===== src/sv/swe_pkg.sv =====
// ============================================================================
// swe_pkg
// Shared types and constants of the stack word executor: beat structs,
// word and status codes, ALU opcodes and state encodings.
// ============================================================================
package swe_pkg;

    localparam int STACK_DEPTH = 64;
    localparam int SP_W        = $clog2(STACK_DEPTH + 1);
    localparam int ADDR_W      = $clog2(STACK_DEPTH);
    localparam int CELL_W      = 64;

    typedef enum logic [3:0] {
        WC_NOP    = 4'd0,
        WC_ADD    = 4'd1,
        WC_INC    = 4'd2,
        WC_SUB    = 4'd3,
        WC_DEC    = 4'd4,
        WC_MUL    = 4'd5,
        WC_DIV    = 4'd6,
        WC_AND    = 4'd7,
        WC_OR     = 4'd8,
        WC_NOT    = 4'd9,
        WC_XOR    = 4'd10,
        WC_FORMAT = 4'd11,
        WC_PRINT  = 4'd12
    } t_word_code;

    localparam logic [3:0] WC_LAST = WC_PRINT;

    typedef enum logic [2:0] {
        ST_OK      = 3'd0,
        ST_UNDER   = 3'd1,
        ST_BADCODE = 3'd2,
        ST_FULL    = 3'd3,
        ST_DIVZERO = 3'd4
    } t_status;

    localparam logic KIND_PUSH = 1'b0;

    localparam logic [1:0] FMT_INT  = 2'd0;
    localparam logic [1:0] FMT_CHAR = 2'd1;
    localparam logic [1:0] FMT_HEX  = 2'd2;

    // character pairs recognized by format
    localparam logic [CELL_W-1:0] FMT_INT_A  = 64'h6574;
    localparam logic [CELL_W-1:0] FMT_INT_B  = 64'h6570;
    localparam logic [CELL_W-1:0] FMT_CHAR_A = 64'h5B57;
    localparam logic [CELL_W-1:0] FMT_CHAR_B = 64'h7B26;

    typedef enum logic [3:0] {
        ALU_ADD,
        ALU_SUB,
        ALU_INC,
        ALU_DEC,
        ALU_NOT,
        ALU_AND,
        ALU_OR,
        ALU_XOR,
        ALU_MUL,
        ALU_DIV,
        ALU_FMT
    } t_alu_op;

    typedef struct packed {
        logic    start;
        t_alu_op op;
    } t_alu_req;

    typedef enum logic [1:0] {
        AS_IDLE,
        AS_MUL,
        AS_DIV,
        AS_FIX
    } t_alu_state;

    typedef enum logic [2:0] {
        S_IDLE,
        S_DECODE,
        S_OPRD,
        S_ALU,
        S_TOPLD,
        S_DONE
    } t_seq_state;

    typedef struct packed {
        logic               kind;
        logic [3:0]         word_code;
        logic signed [63:0] push_value;
    } t_in;

    typedef struct packed {
        logic [2:0]         status;
        logic [6:0]         depth;
        logic signed [63:0] top_value;
        logic               print_valid;
        logic [1:0]         print_format;
        logic signed [63:0] print_value;
    } t_out;

endpackage


===== src/sv/swe_stack_mem.sv =====
// ============================================================================
// swe_stack_mem
// Data stack cell storage: one write port, one read port, registered read.
// ============================================================================
module swe_stack_mem
    import swe_pkg::*;
(
    input  logic              i_clk,
    input  logic              i_wr_en,
    input  logic [ADDR_W-1:0] i_wr_addr,
    input  logic [CELL_W-1:0] i_wr_data,
    input  logic [ADDR_W-1:0] i_rd_addr,
    output logic [CELL_W-1:0] o_rd_data
);

    logic [CELL_W-1:0] r_mem [STACK_DEPTH];
    logic [CELL_W-1:0] r_rd_data;

    always_ff @(posedge i_clk) begin
        if (i_wr_en) begin
            r_mem[i_wr_addr] <= i_wr_data;
        end
    end

    always_ff @(posedge i_clk) begin
        r_rd_data <= r_mem[i_rd_addr];
    end

    assign o_rd_data = r_rd_data;

endmodule


===== config.mk =====
export PLATFORM = sky130hd
export DESIGN_NAME = swe_stack_mem
export DESIGN_NICKNAME = d
export VERILOG_FILES = /design/src/sv/swe_pkg.sv /design/src/sv/swe_stack_mem.sv
export SDC_FILE = /design/constraint.sdc
export NUM_CORES = 2
export LEC_CHECK = 0
export BUFFER_PORTS_ARGS = -buffer_cell sky130_fd_sc_hd__buf_2
export CORE_ASPECT_RATIO = 0.9
export CORE_MARGIN = 8
export CORE_UTILIZATION = 60
export DETAILED_ROUTE_END_ITERATION = 10
export GPL_TIMING_DRIVEN = 0
export PLACE_DENSITY = 0.76
export SLEW_MARGIN = 10
export SYNTH_ARGS = -nofsm -noshare
export SYNTH_HDL_FRONTEND = slang
export SYNTH_SLANG_ARGS = --single-unit

===== constraint.sdc =====
create_clock -name i_clk -period 6.19 [get_ports i_clk]
set_clock_uncertainty 0.05 [all_clocks]
set_input_delay 0 -clock i_clk [delete_from_list [all_inputs] [get_ports i_clk]]
set_output_delay 0 -clock i_clk [all_outputs]
set_load 0.005 [all_outputs]

# Word-level counts from Yosys, hierarchy flattened
# Memories as Yosys holds them, arrays and structs flattened. A register that Yosys moved wholly into a read port is not among the register bits.
# Index checks and enable logic that the tools add are counted.
[word_totals]
wordCells = 3
n_memories = 1
inputBits = 78
output_inout_bits = 64
ram_bits = 4096
register_bits = 0
[op_classes]
muxes = 2
[memory_table]
columns = ["memory", "depth", "word_bits", "read_ports", "rd_ports_with_merged_regs", "wr", "line", "text"]
rows = [
  ["r_mem", 64, 64, 1, 1, 1, "swe_stack_mem.sv:16", "logic [CELL_W-1:0] r_mem [STACK_DEPTH];"],
]
[ops]
columns = ["op", "count"]
rows = [
  ["two-way mux 1 bit", 2],
]

# Logic depth before layout (Yosys ltp)
[depth]
ltp_word = 2
ltp_mapped = 9
depth_no_buf = 5

# Least setup slack after synthesis
# OpenSTA, ideal clock, no wires.
[synth_path]
path_kind = "input to register"
start = "input i_wr_addr[3]"
end = "memory r_mem[48][0] (enable)"
cell_stages = 4
t_arrival_ns = 4.872
setup_slack_ns = 0.704
n_path_buf = 1
path_cell_list = "clkbuf_1 > nor2b_1 > nand4b_1 > nor3_1"
[synth_lines]
columns = ["element", "line", "text"]
rows = [
  ["from (decl)", "swe_stack_mem.sv:10", "input logic [ADDR_W-1:0] i_wr_addr,"],
  ["to (decl)", "swe_stack_mem.sv:16", ""],
]
# Straight into the memory's write port.

==> reports/results.tsv <==
metric	value	unit
Pwr per Cell Area	325	mW/mm^2
Sink Count	4160	
Rows	177	
Setup CP Type	in2reg	
CTS buffer count	399	
critical path peak fanout	11	
Detail Route Antenna Nets	0	
initial drt markers	15300	
clock buffer depth	4	
final hold slack	0.0941	ns
Max Clk Rate	280	MHz
Total Power	58300	uW
vias in the first global route	81700	
Initial Util	60.4	%
largest family of logic cells by synthesized area	multiplexers	
synthesized area	0.156	mm^2
RSZ-0062 raised after global routing	false	
Synth Area in Adders	0	%
worst-margin pin slew	1.69	ns
DRC viols	0	
core box area	0.259	mm^2
antenna violations before repair	47	
Max-Slew Margin vs Limit	-12.6	%
Avg WL per Cell	40.8	um
Mean Syn Cell Area	23.7	um^2
grt met2 use	48.3	%
crit-path max cell delay	1.32	ns
Layout Utilization	69.3	%
Synth Warn #	0	
nets@finish	7497	
critical path endpoint category	flop	
setup TNS	0	ns
post-synthesis mux area share	15.6	%
share of cells above drive strength 1	28.8	%
peak supply drop	348	uV
design area	0.180	mm^2
FF+latch count, synth	4160	
Post-CTS Setup Inserts	0	
CP arrival	4.40	ns
M1 GR Usage	41.1	%
slowest cell on the critical path	o22ai_1	
Hold WC Path Type	in2reg	
fin. max-slew vios	7	
status	complete, but fails checks	
Die Ht	500	um
Vias/cell	7.35	
DPL Wire Length	273000	um
Root Buffer	clkbuf_16	
Synth cell types	33	
Placed Area	0.166	mm^2
Clk pin slew, worst setup/hold paths	0.08	ns
max-cap violation count	1	
# port buffers	133	
Period minus WS final	3.57	ns
Syn Nets	6676	
DR pass1 iterations	6	
Die X-Extent	554	um
part of the cycle the worst path needs	57.6	%
post-synthesis xor/xnor area fraction	0	%
Synth Area in Compound Gates	2.48	%
Clock Latency Late Sink	1.01	ns
first-pass GRT wire length	618000	um
Hold Fails Final Rpt	0	
largest net degree at the start of global routing	65	
CTS tree	yes	
sequential fraction of the synthesis area	79.5	%
via count	82100	
Post-Synth Simple-Gate Area	1.24	%
Post-Route WL	456000	um
busiest grt layer	met2	
CP cell instances	buf_4 > buf_2 > or2_2 > clkbuf_1 > clkbuf_1 > o22ai_1 > o22ai_1 > and3_1	
Congestion Overflow GR	0	
cell count after synthesis	6598	
GR Util met3	10.3	%
Global Route Usage Sum	31.7	%
area grow syn2layout	14.8	%
CP required	7.02	ns
leakage power	0.0564	uW
Ports	142	
die area	0.277	mm^2
Critical Path Source Type	primary input	
failing checks	max-capacitance violations, max-slew violations	
gpl congestion	0.855	
H-tree depth	5	
Final setup viols	0	
-- sequential cells by signal (all words and copies together), names as in the netlist --
register	count
o_rd_data	64
r_mem	4096
-- Yosys cell counts --
| cell type | count | area [um^2] |
|---|---|---|
| mux4_2 | 1024 | 23100 |
| or3_1 | 29 | 181 |
| buf_1 | 20 | 75.1 |
| o22ai_1 | 83 | 519 |
| nand3_1 | 45 | 225 |
| and2_1 | 3 | 18.8 |
| nand4_1 | 2 | 12.5 |
| edfxtp_1 | 4096 | 123000 |
| mux2i_1 | 135 | 1350 |
| nor2b_1 | 28 | 175 |
| a22o_1 | 88 | 771 |
| nand4b_1 | 1 | 8.76 |
| a41oi_1 | 26 | 228 |
| inv_1 | 19 | 71.3 |
| or2_2 | 28 | 175 |
| nor2_1 | 112 | 420 |
| clkbuf_1 | 140 | 526 |
| a22oi_1 | 168 | 1260 |
| dfxtp_1 | 64 | 1280 |
| or3b_2 | 1 | 8.76 |
| buf_4 | 34 | 255 |
| a31o_1 | 1 | 8.76 |
| a31oi_1 | 18 | 113 |
| and3_1 | 64 | 400 |
| buf_2 | 170 | 851 |
| a211oi_1 | 63 | 473 |
| nand3b_1 | 2 | 15.0 |
| o221ai_1 | 38 | 333 |
| nor3_1 | 2 | 10.0 |
| buf_6 | 6 | 67.6 |
| nand2_1 | 58 | 218 |
| nand2b_1 | 11 | 68.8 |
| a2bb2oi_1 | 19 | 166 |
-- timing repair --
action | in CTS | in global routing
endpoints found under the setup margin | 0 | 0
hold buffers | 70 | 2
gates resized for setup | 0 | 0
endpoints found under the hold margin | 4208 | 21
-- power by group --
part,switching [uW],internal [uW]
combinational,2130,1050
sequential,78.3,31200
clock,10400,13400
-- placed cells by master, fill, tap and decap left out, types with 72 or more instances in the layout --
cell type | Yosys | final
edfxtp_1 | 4096 | 4096
mux4_2 | 1024 | 1024
clkbuf_16 | 0 | 404
buf_2 | 170 | 274
clkbuf_1 | 140 | 222
a22oi_1 | 168 | 168
buf_12 | 0 | 147
mux2i_1 | 135 | 135
a22o_1 | 88 | 88
o22ai_1 | 83 | 83
clkinv_1 | 0 | 82
buf_4 | 34 | 79
dlygate4sd3_1 | 0 | 72
-- layer usage --
| metal | up-vias | part of all wire, % |
|---|---|---|
| li1 | 30200 | - |
| met1 | 42000 | 32 |
| met2 | 8119 | 46 |
| met3 | 1725 | 15 |
| met4 | 30 | 7.1 |
| met5 | - | 0.043 |
-- critical path, delay by kind of cell --
kind | cells | cell delay (ns)
AND/OR/NAND/NOR | 2 | 0.62
AO/OA/AOI/OAI | 2 | 1.67
buffers and inverters | 4 | 2.06
-- cell families (layout without fill, tap and decap cells) --
kind of cell	after synthesis	after routing
buffers and inverters	389	1512
and+or+nand+nor	386	386
other	0	44
AOI/OAI and AO/OA	504	504
DFF	4160	4160
muxes	1159	1159
-- worst paths after layout --
| path | startpoint | end | slack, ns | cells past startpoint |
|---|---|---|---|---|
| worst max-delay path | i_rd_addr[1] | o_rd_data[44] | 2.62 | 8 |
| worst min register to register | r_mem[60][14] | o_rd_data[14] | 0.83 | 4 |
| worst min-delay path | i_wr_data[50] | r_mem[13][50] | 0.09 | 2 |
| worst max register to register | r_mem[63][39] | o_rd_data[39] | 3.23 | 5 |
-- through the flow --
step / setup slack (ns) / instances
3_3_place_gp: -5.59 / 10100
3_5_place_dp: 2.08 / 10300
5_1_grt: 2.88 / 11100
4_1_cts: 3.07 / 11100
2_1_floorplan: 0.704 / 6598
6_report: 2.62 / 11200
-- final cells by class --
type                    count  area [um^2]
flip-flops and latches   4160       124000
fillers                 14100        79400
multi-input cells        2049        30700
clock buffers             498        10500
repair buffers            420         5910
well taps                3401         4260
clock inverters           205         1820
plain buffers             370         1780
diodes                     44          110
inverters                  19         71.3
No activity file was read; power rests on OpenSTA's default activity.
