$ cat src/sv/swe_pkg.sv
// ============================================================================
// swe_pkg
// Shared types and constants of the stack word executor: beat structs,
// word and status codes, ALU opcodes and state encodings.
// ============================================================================
package swe_pkg;

    localparam int STACK_DEPTH = 64;
    localparam int SP_W        = $clog2(STACK_DEPTH + 1);
    localparam int ADDR_W      = $clog2(STACK_DEPTH);
    localparam int CELL_W      = 64;

    typedef enum logic [3:0] {
        WC_NOP    = 4'd0,
        WC_ADD    = 4'd1,
        WC_INC    = 4'd2,
        WC_SUB    = 4'd3,
        WC_DEC    = 4'd4,
        WC_MUL    = 4'd5,
        WC_DIV    = 4'd6,
        WC_AND    = 4'd7,
        WC_OR     = 4'd8,
        WC_NOT    = 4'd9,
        WC_XOR    = 4'd10,
        WC_FORMAT = 4'd11,
        WC_PRINT  = 4'd12
    } t_word_code;

    localparam logic [3:0] WC_LAST = WC_PRINT;

    typedef enum logic [2:0] {
        ST_OK      = 3'd0,
        ST_UNDER   = 3'd1,
        ST_BADCODE = 3'd2,
        ST_FULL    = 3'd3,
        ST_DIVZERO = 3'd4
    } t_status;

    localparam logic KIND_PUSH = 1'b0;

    localparam logic [1:0] FMT_INT  = 2'd0;
    localparam logic [1:0] FMT_CHAR = 2'd1;
    localparam logic [1:0] FMT_HEX  = 2'd2;

    // character pairs recognized by format
    localparam logic [CELL_W-1:0] FMT_INT_A  = 64'h6574;
    localparam logic [CELL_W-1:0] FMT_INT_B  = 64'h6570;
    localparam logic [CELL_W-1:0] FMT_CHAR_A = 64'h5B57;
    localparam logic [CELL_W-1:0] FMT_CHAR_B = 64'h7B26;

    typedef enum logic [3:0] {
        ALU_ADD,
        ALU_SUB,
        ALU_INC,
        ALU_DEC,
        ALU_NOT,
        ALU_AND,
        ALU_OR,
        ALU_XOR,
        ALU_MUL,
        ALU_DIV,
        ALU_FMT
    } t_alu_op;

    typedef struct packed {
        logic    start;
        t_alu_op op;
    } t_alu_req;

    typedef enum logic [1:0] {
        AS_IDLE,
        AS_MUL,
        AS_DIV,
        AS_FIX
    } t_alu_state;

    typedef enum logic [2:0] {
        S_IDLE,
        S_DECODE,
        S_OPRD,
        S_ALU,
        S_TOPLD,
        S_DONE
    } t_seq_state;

    typedef struct packed {
        logic               kind;
        logic [3:0]         word_code;
        logic signed [63:0] push_value;
    } t_in;

    typedef struct packed {
        logic [2:0]         status;
        logic [6:0]         depth;
        logic signed [63:0] top_value;
        logic               print_valid;
        logic [1:0]         print_format;
        logic signed [63:0] print_value;
    } t_out;

endpackage

$ cat src/sv/swe_alu.sv
// ============================================================================
// swe_alu
// Shared arithmetic unit: registered logic and add ops, shift-add
// multiply and restoring signed divide, one bit per cycle.
// ============================================================================
module swe_alu
    import swe_pkg::*;
(
    input  logic              i_clk,
    input  logic              i_rst_n,
    input  t_alu_req          i_req,
    input  logic [CELL_W-1:0] i_a,
    input  logic [CELL_W-1:0] i_b,
    output logic              o_done,
    output logic [CELL_W-1:0] o_result
);

    localparam int CNT_W = $clog2(CELL_W);

    t_alu_state        r_state, n_state;
    logic              r_done, n_done;
    logic [CELL_W-1:0] r_result, n_result;
    logic [CELL_W-1:0] r_acc, n_acc;
    logic [CELL_W-1:0] r_x, n_x;
    logic [CELL_W-1:0] r_y, n_y;
    logic [CELL_W-1:0] r_rem, n_rem;
    logic [CNT_W-1:0]  r_cnt, n_cnt;
    logic              r_neg, n_neg;

    logic [CELL_W-1:0] mul_sum;
    logic [CELL_W:0]   rem_sh;
    logic [CELL_W:0]   rem_diff;
    logic              rem_ge;

    always_ff @(posedge i_clk) begin
        if (!i_rst_n) begin
            r_state <= AS_IDLE;
            r_done  <= 1'b0;
        end else begin
            r_state <= n_state;
            r_done  <= n_done;
        end
    end

    always_ff @(posedge i_clk) begin
        r_result <= n_result;
        r_acc    <= n_acc;
        r_x      <= n_x;
        r_y      <= n_y;
        r_rem    <= n_rem;
        r_cnt    <= n_cnt;
        r_neg    <= n_neg;
    end

    assign mul_sum  = r_acc + (r_y[0] ? r_x : '0);
    assign rem_sh   = {r_rem, r_x[CELL_W-1]};
    assign rem_diff = rem_sh - {1'b0, r_y};
    assign rem_ge   = !rem_diff[CELL_W];

    always_comb begin
        n_state  = r_state;
        n_done   = 1'b0;
        n_result = r_result;
        n_acc    = r_acc;
        n_x      = r_x;
        n_y      = r_y;
        n_rem    = r_rem;
        n_cnt    = r_cnt;
        n_neg    = r_neg;
        unique case (r_state)
            AS_IDLE: begin
                if (i_req.start) begin
                    unique case (i_req.op)
                        ALU_ADD: begin
                            n_result = i_a + i_b;
                            n_done   = 1'b1;
                        end
                        ALU_SUB: begin
                            n_result = i_a - i_b;
                            n_done   = 1'b1;
                        end
                        ALU_INC: begin
                            n_result = i_a + CELL_W'(1);
                            n_done   = 1'b1;
                        end
                        ALU_DEC: begin
                            n_result = i_a - CELL_W'(1);
                            n_done   = 1'b1;
                        end
                        ALU_NOT: begin
                            n_result = ~i_a;
                            n_done   = 1'b1;
                        end
                        ALU_AND: begin
                            n_result = i_a & i_b;
                            n_done   = 1'b1;
                        end
                        ALU_OR: begin
                            n_result = i_a | i_b;
                            n_done   = 1'b1;
                        end
                        ALU_XOR: begin
                            n_result = i_a ^ i_b;
                            n_done   = 1'b1;
                        end
                        ALU_FMT: begin
                            if (i_a == FMT_INT_A && i_b == FMT_INT_B) begin
                                n_result = CELL_W'(FMT_INT);
                            end else if (i_a == FMT_CHAR_A && i_b == FMT_CHAR_B) begin
                                n_result = CELL_W'(FMT_CHAR);
                            end else begin
                                n_result = CELL_W'(FMT_HEX);
                            end
                            n_done = 1'b1;
                        end
                        ALU_MUL: begin
                            n_acc   = '0;
                            n_x     = i_a;
                            n_y     = i_b;
                            n_cnt   = '1;
                            n_state = AS_MUL;
                        end
                        ALU_DIV: begin
                            n_neg   = i_a[CELL_W-1] ^ i_b[CELL_W-1];
                            n_x     = i_a[CELL_W-1] ? -i_a : i_a;
                            n_y     = i_b[CELL_W-1] ? -i_b : i_b;
                            n_rem   = '0;
                            n_cnt   = '1;
                            n_state = AS_DIV;
                        end
                        default: begin
                            n_result = '0;
                            n_done   = 1'b1;
                        end
                    endcase
                end
            end
            AS_MUL: begin
                n_acc = mul_sum;
                n_x   = {r_x[CELL_W-2:0], 1'b0};
                n_y   = {1'b0, r_y[CELL_W-1:1]};
                n_cnt = r_cnt - CNT_W'(1);
                if (r_cnt == '0) begin
                    n_result = mul_sum;
                    n_done   = 1'b1;
                    n_state  = AS_IDLE;
                end
            end
            AS_DIV: begin
                n_rem = rem_ge ? rem_diff[CELL_W-1:0] : rem_sh[CELL_W-1:0];
                n_x   = {r_x[CELL_W-2:0], rem_ge};
                n_cnt = r_cnt - CNT_W'(1);
                if (r_cnt == '0) begin
                    n_state = AS_FIX;
                end
            end
            AS_FIX: begin
                n_result = r_neg ? -r_x : r_x;
                n_done   = 1'b1;
                n_state  = AS_IDLE;
            end
            default: begin
                n_state = AS_IDLE;
            end
        endcase
    end

    assign o_done   = r_done;
    assign o_result = r_result;

endmodule

$ cat config.mk
export PLATFORM = sky130hd
export DESIGN_NAME = swe_alu
export DESIGN_NICKNAME = d
export VERILOG_FILES = /design/src/sv/swe_pkg.sv /design/src/sv/swe_alu.sv
export SDC_FILE = /design/constraint.sdc
export NUM_CORES = 2
export LEC_CHECK = 0
export BUFFER_PORTS_ARGS = -buffer_cell sky130_fd_sc_hd__buf_4
export CORE_ASPECT_RATIO = 1.2
export CORE_UTILIZATION = 60
export CTS_CLUSTER_DIAMETER = 50
export DETAILED_ROUTE_END_ITERATION = 12
export PLACE_DENSITY = 0.79
export REMOVE_ABC_BUFFERS = 1
export SYNTH_ARGS = -nofsm -noshare
export SYNTH_HDL_FRONTEND = slang
export SYNTH_SLANG_ARGS = --single-unit
export TNS_END_PERCENT = 5
$ cat constraint.sdc
create_clock -name i_clk -period 13.5 [get_ports i_clk]
set_input_delay 0.675 -clock i_clk [delete_from_list [all_inputs] [get_ports i_clk]]
set_output_delay 0.675 -clock i_clk [all_outputs]
set_load 0.01 [all_outputs]
---- After elaboration in Yosys (flattened, before gate mapping) ----
Index checks and enable logic that the tools add are counted.
operators by class
  reduce and logical (&&, ||, !) cells .... 21
  bitwise gates (word level) .............. 5
  mux-type cells .......................... 35
  equality and inequality tests ........... 25
  add/subtract/negate cells ............... 10
operators by type and width
  cell                     count
  $mux W64                 13
  $pmux W64 S10            1
  $pmux W64 S2             5
  $pmux W64 S3             2
  $eq A64 B15 Y1 const B   4
  $neg A64 Y64             3
  $add A64 B64 Y64         2
  $sub A65 B64 Y65         1
  $add A64 B1 Y64 const B  1
  $and A64 B64 Y64         1
  $not A64 Y64             1
  $or A64 B64 Y64          1
  $sub A64 B1 Y64 const B  1
  $sub A64 B64 Y64         1
  $xor A64 B64 Y64         1
  $reduce_and A3 Y1        6
  $eq A4 B3 Y1 const B     4
  $eq A4 B4 Y1 const B     3
  $mux W6                  2
  $pmux W6 S2              1
  $mux W2                  5
  $ne A2 B2 Y1 const B     5
  $eq A4 B2 Y1 const B     2
  $pmux W2 S4              1
  19 further kinds         29
word-level totals
  logic and storage cells ................. 105
  output and inout bits ................... 65
  register bits ........................... 330

---- Longest topological paths before layout ----
  word-level depth ........................ 7
  gate-level depth with buffers ........... 24
  mapped depth without buffers ............ 23

---- Least setup slack after synthesis ----
No wires, ideal clock.
  path type ............................... input to register
  start point ............................. input i_b[7]
  end point ............................... register r_result[60] (netlist: o_result[60]), data pin
  library setup time ...................... 259 ps
  cell stages on the path ................. 22
  arrival ................................. 5,705 ps
  path buffers ............................ 2
  setup slack ............................. 7,536 ps
  path through ............................ buf_6 -> or4_4 -> or3_4 -> or4_4 -> nor3_4 -> and3_4 -> and3_1 -> xnor2_1 -> a22oi_1 -> ha_1 -> clkbuf_1 -> nand2_1 -> nor2_1 -> nand3_1 -> nor3_1 -> a21oi_1 -> o31ai_1 -> o221ai_1 -> o41a_1 -> nor3b_1 -> mux2i_1 -> a211o_1
on the way
  cells in the longest elaborated chain, start to end .. 4
RTL lines
  item                                                  RTL line                      source
  start, declared                                       swe_alu.sv:13                 input logic [CELL_W-1:0] i_b,
  $sub A64 B64 Y64 or $add A64 B64 Y64 (tied branches)  swe_alu.sv:79, swe_alu.sv:75
  $pmux W64 S10 *                                       swe_alu.sv:73                 unique case (i_req.op)
  $mux W64 *                                            swe_alu.sv:72                 if (i_req.start) begin
  $pmux W64 S3 *                                        swe_alu.sv:70                 unique case (r_state)
  via n_result[60]                                      swe_alu.sv:22                 logic [CELL_W-1:0] r_result, n_result;
  end signal, assigned                                  swe_alu.sv:46                 r_result <= n_result;
  end, declared                                         swe_alu.sv:22
Mark *: on every way through the listed nets, which the timed path passes. The rest lies on a longest branch. The select of a mux whose other input is x is not followed.
A chain may end at the register's enable or synchronous reset.

---- Final worst setup path ----
  start point ............................. input i_b[1]
  end point ............................... register r_result[63] (netlist: o_result[63]), data pin
The elaborated chain is that of the path after synthesis.

==> results.sh <==
export IMPL_final_antenna_net_count=0
export IMPL_synth_area_per_cell_um2=8.09
export IMPL_power_frac_comb_pct=56.4
export IMPL_synthFlopType="edfxtp_1"
export IMPL_area_growth_pct=10.2
export IMPL_clkPwrFrac_pct=16.4
export IMPL_final_layout_size_suffix_gt1_share_pct=8.39
export IMPL_synth_adder_area_share_pct=12.1
export IMPL_power_density_nw_per_um2=200
export IMPL_start_util_pct=60.8
export IMPL_numCtsBuffers=47
export IMPL_switchingPower_mw=3.61
export IMPL_pre_cts_slack_ns=6.64
export IMPL_nNetsFinal=4830
export IMPL_outcome="completed"
export IMPL_grt_pass1_vias=32741
export IMPL_die_width_um=222
export IMPL_ys_seq_elements=330
export IMPL_clock_sinks=330
export IMPL_finClkSkew_ns=0.0243
export IMPL_seq_power_share_pct=27.2
export IMPL_synth_edff_count=327
export IMPL_worstHoldPathType="in2reg"
export IMPL_path_class="in2reg"
export IMPL_yosysWarnings=0
export IMPL_synth_cell_types=82
export IMPL_postCtsHoldBufs=0
export IMPL_io_pins=200
export IMPL_drt_iter0_markers=4194
export IMPL_fin_tns_setup_ns=0
export IMPL_worstPathMaxFanout=9
export IMPL_grt_max_degree=71
export IMPL_fin_ws_ns=6.86
export IMPL_io_buffers=199
export IMPL_fin_crit_ns=6.64
export IMPL_cts_root_buf="clkbuf_16"
export IMPL_post_cts_resized=0
export IMPL_critical_path_required_ns=13.84
export IMPL_dieArea_um2=59000
export IMPL_post_drt_wl_per_cell_um=25.3
export IMPL_drc=0
export IMPL_cts_setup_buffers=0
export IMPL_routed_via_density=6.76
export IMPL_grt_overflow_total=0
export IMPL_gp_congestion=1.10
export IMPL_setup_viol=0
export IMPL_rows=96
export IMPL_final_cells=5151
export IMPL_total_power_mw=7.67
export IMPL_syn_cell_area_um2=34800
export IMPL_htree_levels=2
export IMPL_die_height_um=266
export IMPL_max_slew_worst_pin_slew_ns=1.05
export IMPL_switching_share_pct=47.0
export IMPL_dp_hpwl_um=97400
export IMPL_holdWs_ns=0.345
export IMPL_grt_first_pass_wirelength_um=193000
export IMPL_placed_cells=5045
export IMPL_synth_xor_area_share_pct=9.98
export IMPL_fin_crit_sh_pct=49.2
export IMPL_first_pass_iters=7
export IMPL_rsz0062_at_grt="false"
export IMPL_core_um2=57300
export IMPL_nFillCells=4965
export IMPL_clock_latency_ns=0.60
export IMPL_worstPathArrival_ns=6.97
export IMPL_hold_viol=0
export IMPL_ys_async_sr_fraction_pct=0
export IMPL_leakage_nw=15.7
export IMPL_antenna_found_initial=19
export IMPL_grt_usage_pct=42.9
export IMPL_crit_path_end_kind="register"
export IMPL_p_int_mw=4.07
export IMPL_synth_compound_area_share_pct=25.2
export IMPL_final_max_slew_viol_count=0
export IMPL_startpoint_type="input port"
export IMPL_num_vias=34801
export IMPL_synth_simple_area_share_pct=18.5
export IMPL_vdd_drop_max_mv=0.195
export IMPL_cts_clk_slew_worst_paths_ns=0.06
export IMPL_clock_path_buffers=3
export IMPL_yosys_mux_area_fraction_pct=0.435
export IMPL_max_freq_ghz=0.151
export IMPL_slew_limit_headroom_pct=29.3
export IMPL_synth_top_family_by_area="compound AO/OA/AOI/OAI gates"
export IMPL_cts_tree="built"
export IMPL_max_cap_viol_count=0
export IMPL_wirelength_um=130000
export IMPL_syn_inst=4305
export IMPL_ys_seq_area_share_pct=28.4
## state kept, by name (all words and copies together) (netlist names)
name      count
r_rem        64
r_state       2
r_acc        64
o_result     64
r_y          64
o_done        1
r_x          64
r_neg         1
r_cnt         6
## cells by family after synthesis
logic type	Yosys count
buffers and inverters	494
AOI/OAI and AO/OA	1382
DFF	330
xor gates and xnor gates	397
adders and majority gates	336
muxes	15
and+or+nand+nor	1351
## layout make-up
class	count	area (um^2)	area share, %
clock inverters	32	323	0.841
clock buffers	54	1240	3.24
multi-input cells	3481	23200	60.5
flip-flops and latches	330	9880	25.7
well taps	735	920	2.39
repair buffers	238	1790	4.65
diodes	20	50.0	0.130
inverters	261	980	2.55
## final timing paths
kind / start / end / slack [ns] / depth (start not counted)
worst max-delay path: i_b[1] / o_result[63] / 6.86 / 20
worst min-delay path: i_rst_n / r_state[1] / 0.34 / 3
worst max register to register: r_y[0] / o_result[58] / 7.65 / 15
worst min register to register: r_state[0] / r_state[0] / 0.56 / 2
## metrics by stage
| stage | utilization [%] | area, um^2 |
|---|---|---|
| after detailed placement | 64.2 | 36800 |
| after global placement | 64.2 | 36800 |
| after CTS | 66.9 | 38400 |
| after global routing | 67.0 | 38400 |
| after floorplan | - | 34000 |
| final | 67.0 | 38400 |
## power by group through the flow
stage | clock network (mW) | registers (mW) | logic [mW]
floorplan | 0 | 2.09 | 2.87
global placement | 0 | 2.08 | 4.15
detailed placement | 0 | 2.09 | 4.20
CTS | 1.27 | 2.07 | 4.23
global route | 1.30 | 2.12 | 4.69
finish | 1.26 | 2.09 | 4.33
## cells in the mapped netlist, types with 38 or more instances
library cell | number | area, um^2
a211oi_1 | 45 | 338
xor2_1 | 68 | 596
o31ai_1 | 51 | 383
o22ai_1 | 59 | 369
o21bai_1 | 44 | 330
edfxtp_1 | 327 | 9820
and2_1 | 94 | 588
nor3_1 | 84 | 420
inv_1 | 254 | 953
o21ai_0 | 392 | 1960
xnor2_1 | 329 | 2880
a22o_1 | 38 | 333
clkbuf_1 | 219 | 822
ha_1 | 333 | 4170
nand2_1 | 488 | 1830
a22oi_1 | 58 | 435
nor2_1 | 293 | 1100
nand4_1 | 75 | 469
a21oi_1 | 330 | 1650
a21o_1 | 130 | 976
nand3_1 | 81 | 405
## cell usage in the layout (no fill, tap or decap), types with 14 or more instances in the layout
| cell type | count |
|---|---|
| nand2_1 | 485 |
| o21ai_0 | 392 |
| ha_1 | 330 |
| a21oi_1 | 329 |
| xnor2_1 | 329 |
| edfxtp_1 | 327 |
| nor2_1 | 288 |
| inv_1 | 254 |
| buf_4 | 238 |
| a21o_1 | 130 |
| and2_1 | 93 |
| nor3_1 | 82 |
| nand3_1 | 81 |
| nand4_1 | 75 |
| xor2_1 | 68 |
| a22oi_1 | 58 |
| o22ai_1 | 58 |
| o31ai_1 | 51 |
| clkbuf_16 | 48 |
| a211oi_1 | 45 |
| o21bai_1 | 43 |
| a22o_1 | 38 |
| a221o_1 | 36 |
| and3_1 | 35 |
| nor4_1 | 34 |
| nand2b_1 | 33 |
| or3_1 | 31 |
| nor2b_1 | 27 |
| a31oi_1 | 26 |
| a221oi_1 | 21 |
| diode_2 | 20 |
| o211ai_1 | 20 |
| or4_1 | 17 |
| o41ai_1 | 17 |
| a211o_1 | 17 |
| o21a_1 | 16 |
| mux2i_1 | 14 |
## metal layers
layer | wire (um) | global-route usage [%]
met1 | 47500 | 50.2
met2 | 59400 | 69.5
met3 | 12000 | 8.22
met4 | 11400 | 33.3
met5 | 22 | 0
## critical path: stages
cell and delay, ns:
buf_4 0.14, nor3_1 0.38, nand3_1 0.24, nor4_2 0.86, nand2_1 0.23, nor2_1 0.28
nand2_1 0.16, nor3_1 0.41, nor3b_1 0.76, xnor2_1 0.20, a22oi_1 0.09, ha_1 0.50
and3_1 0.25, nand4_1 0.25, or3_1 0.45, a21oi_1 0.17, o32ai_1 0.18, o21ai_0 0.33
mux2i_1 0.13, a211o_1 0.28
No activity file was read; power rests on OpenSTA's default activity.
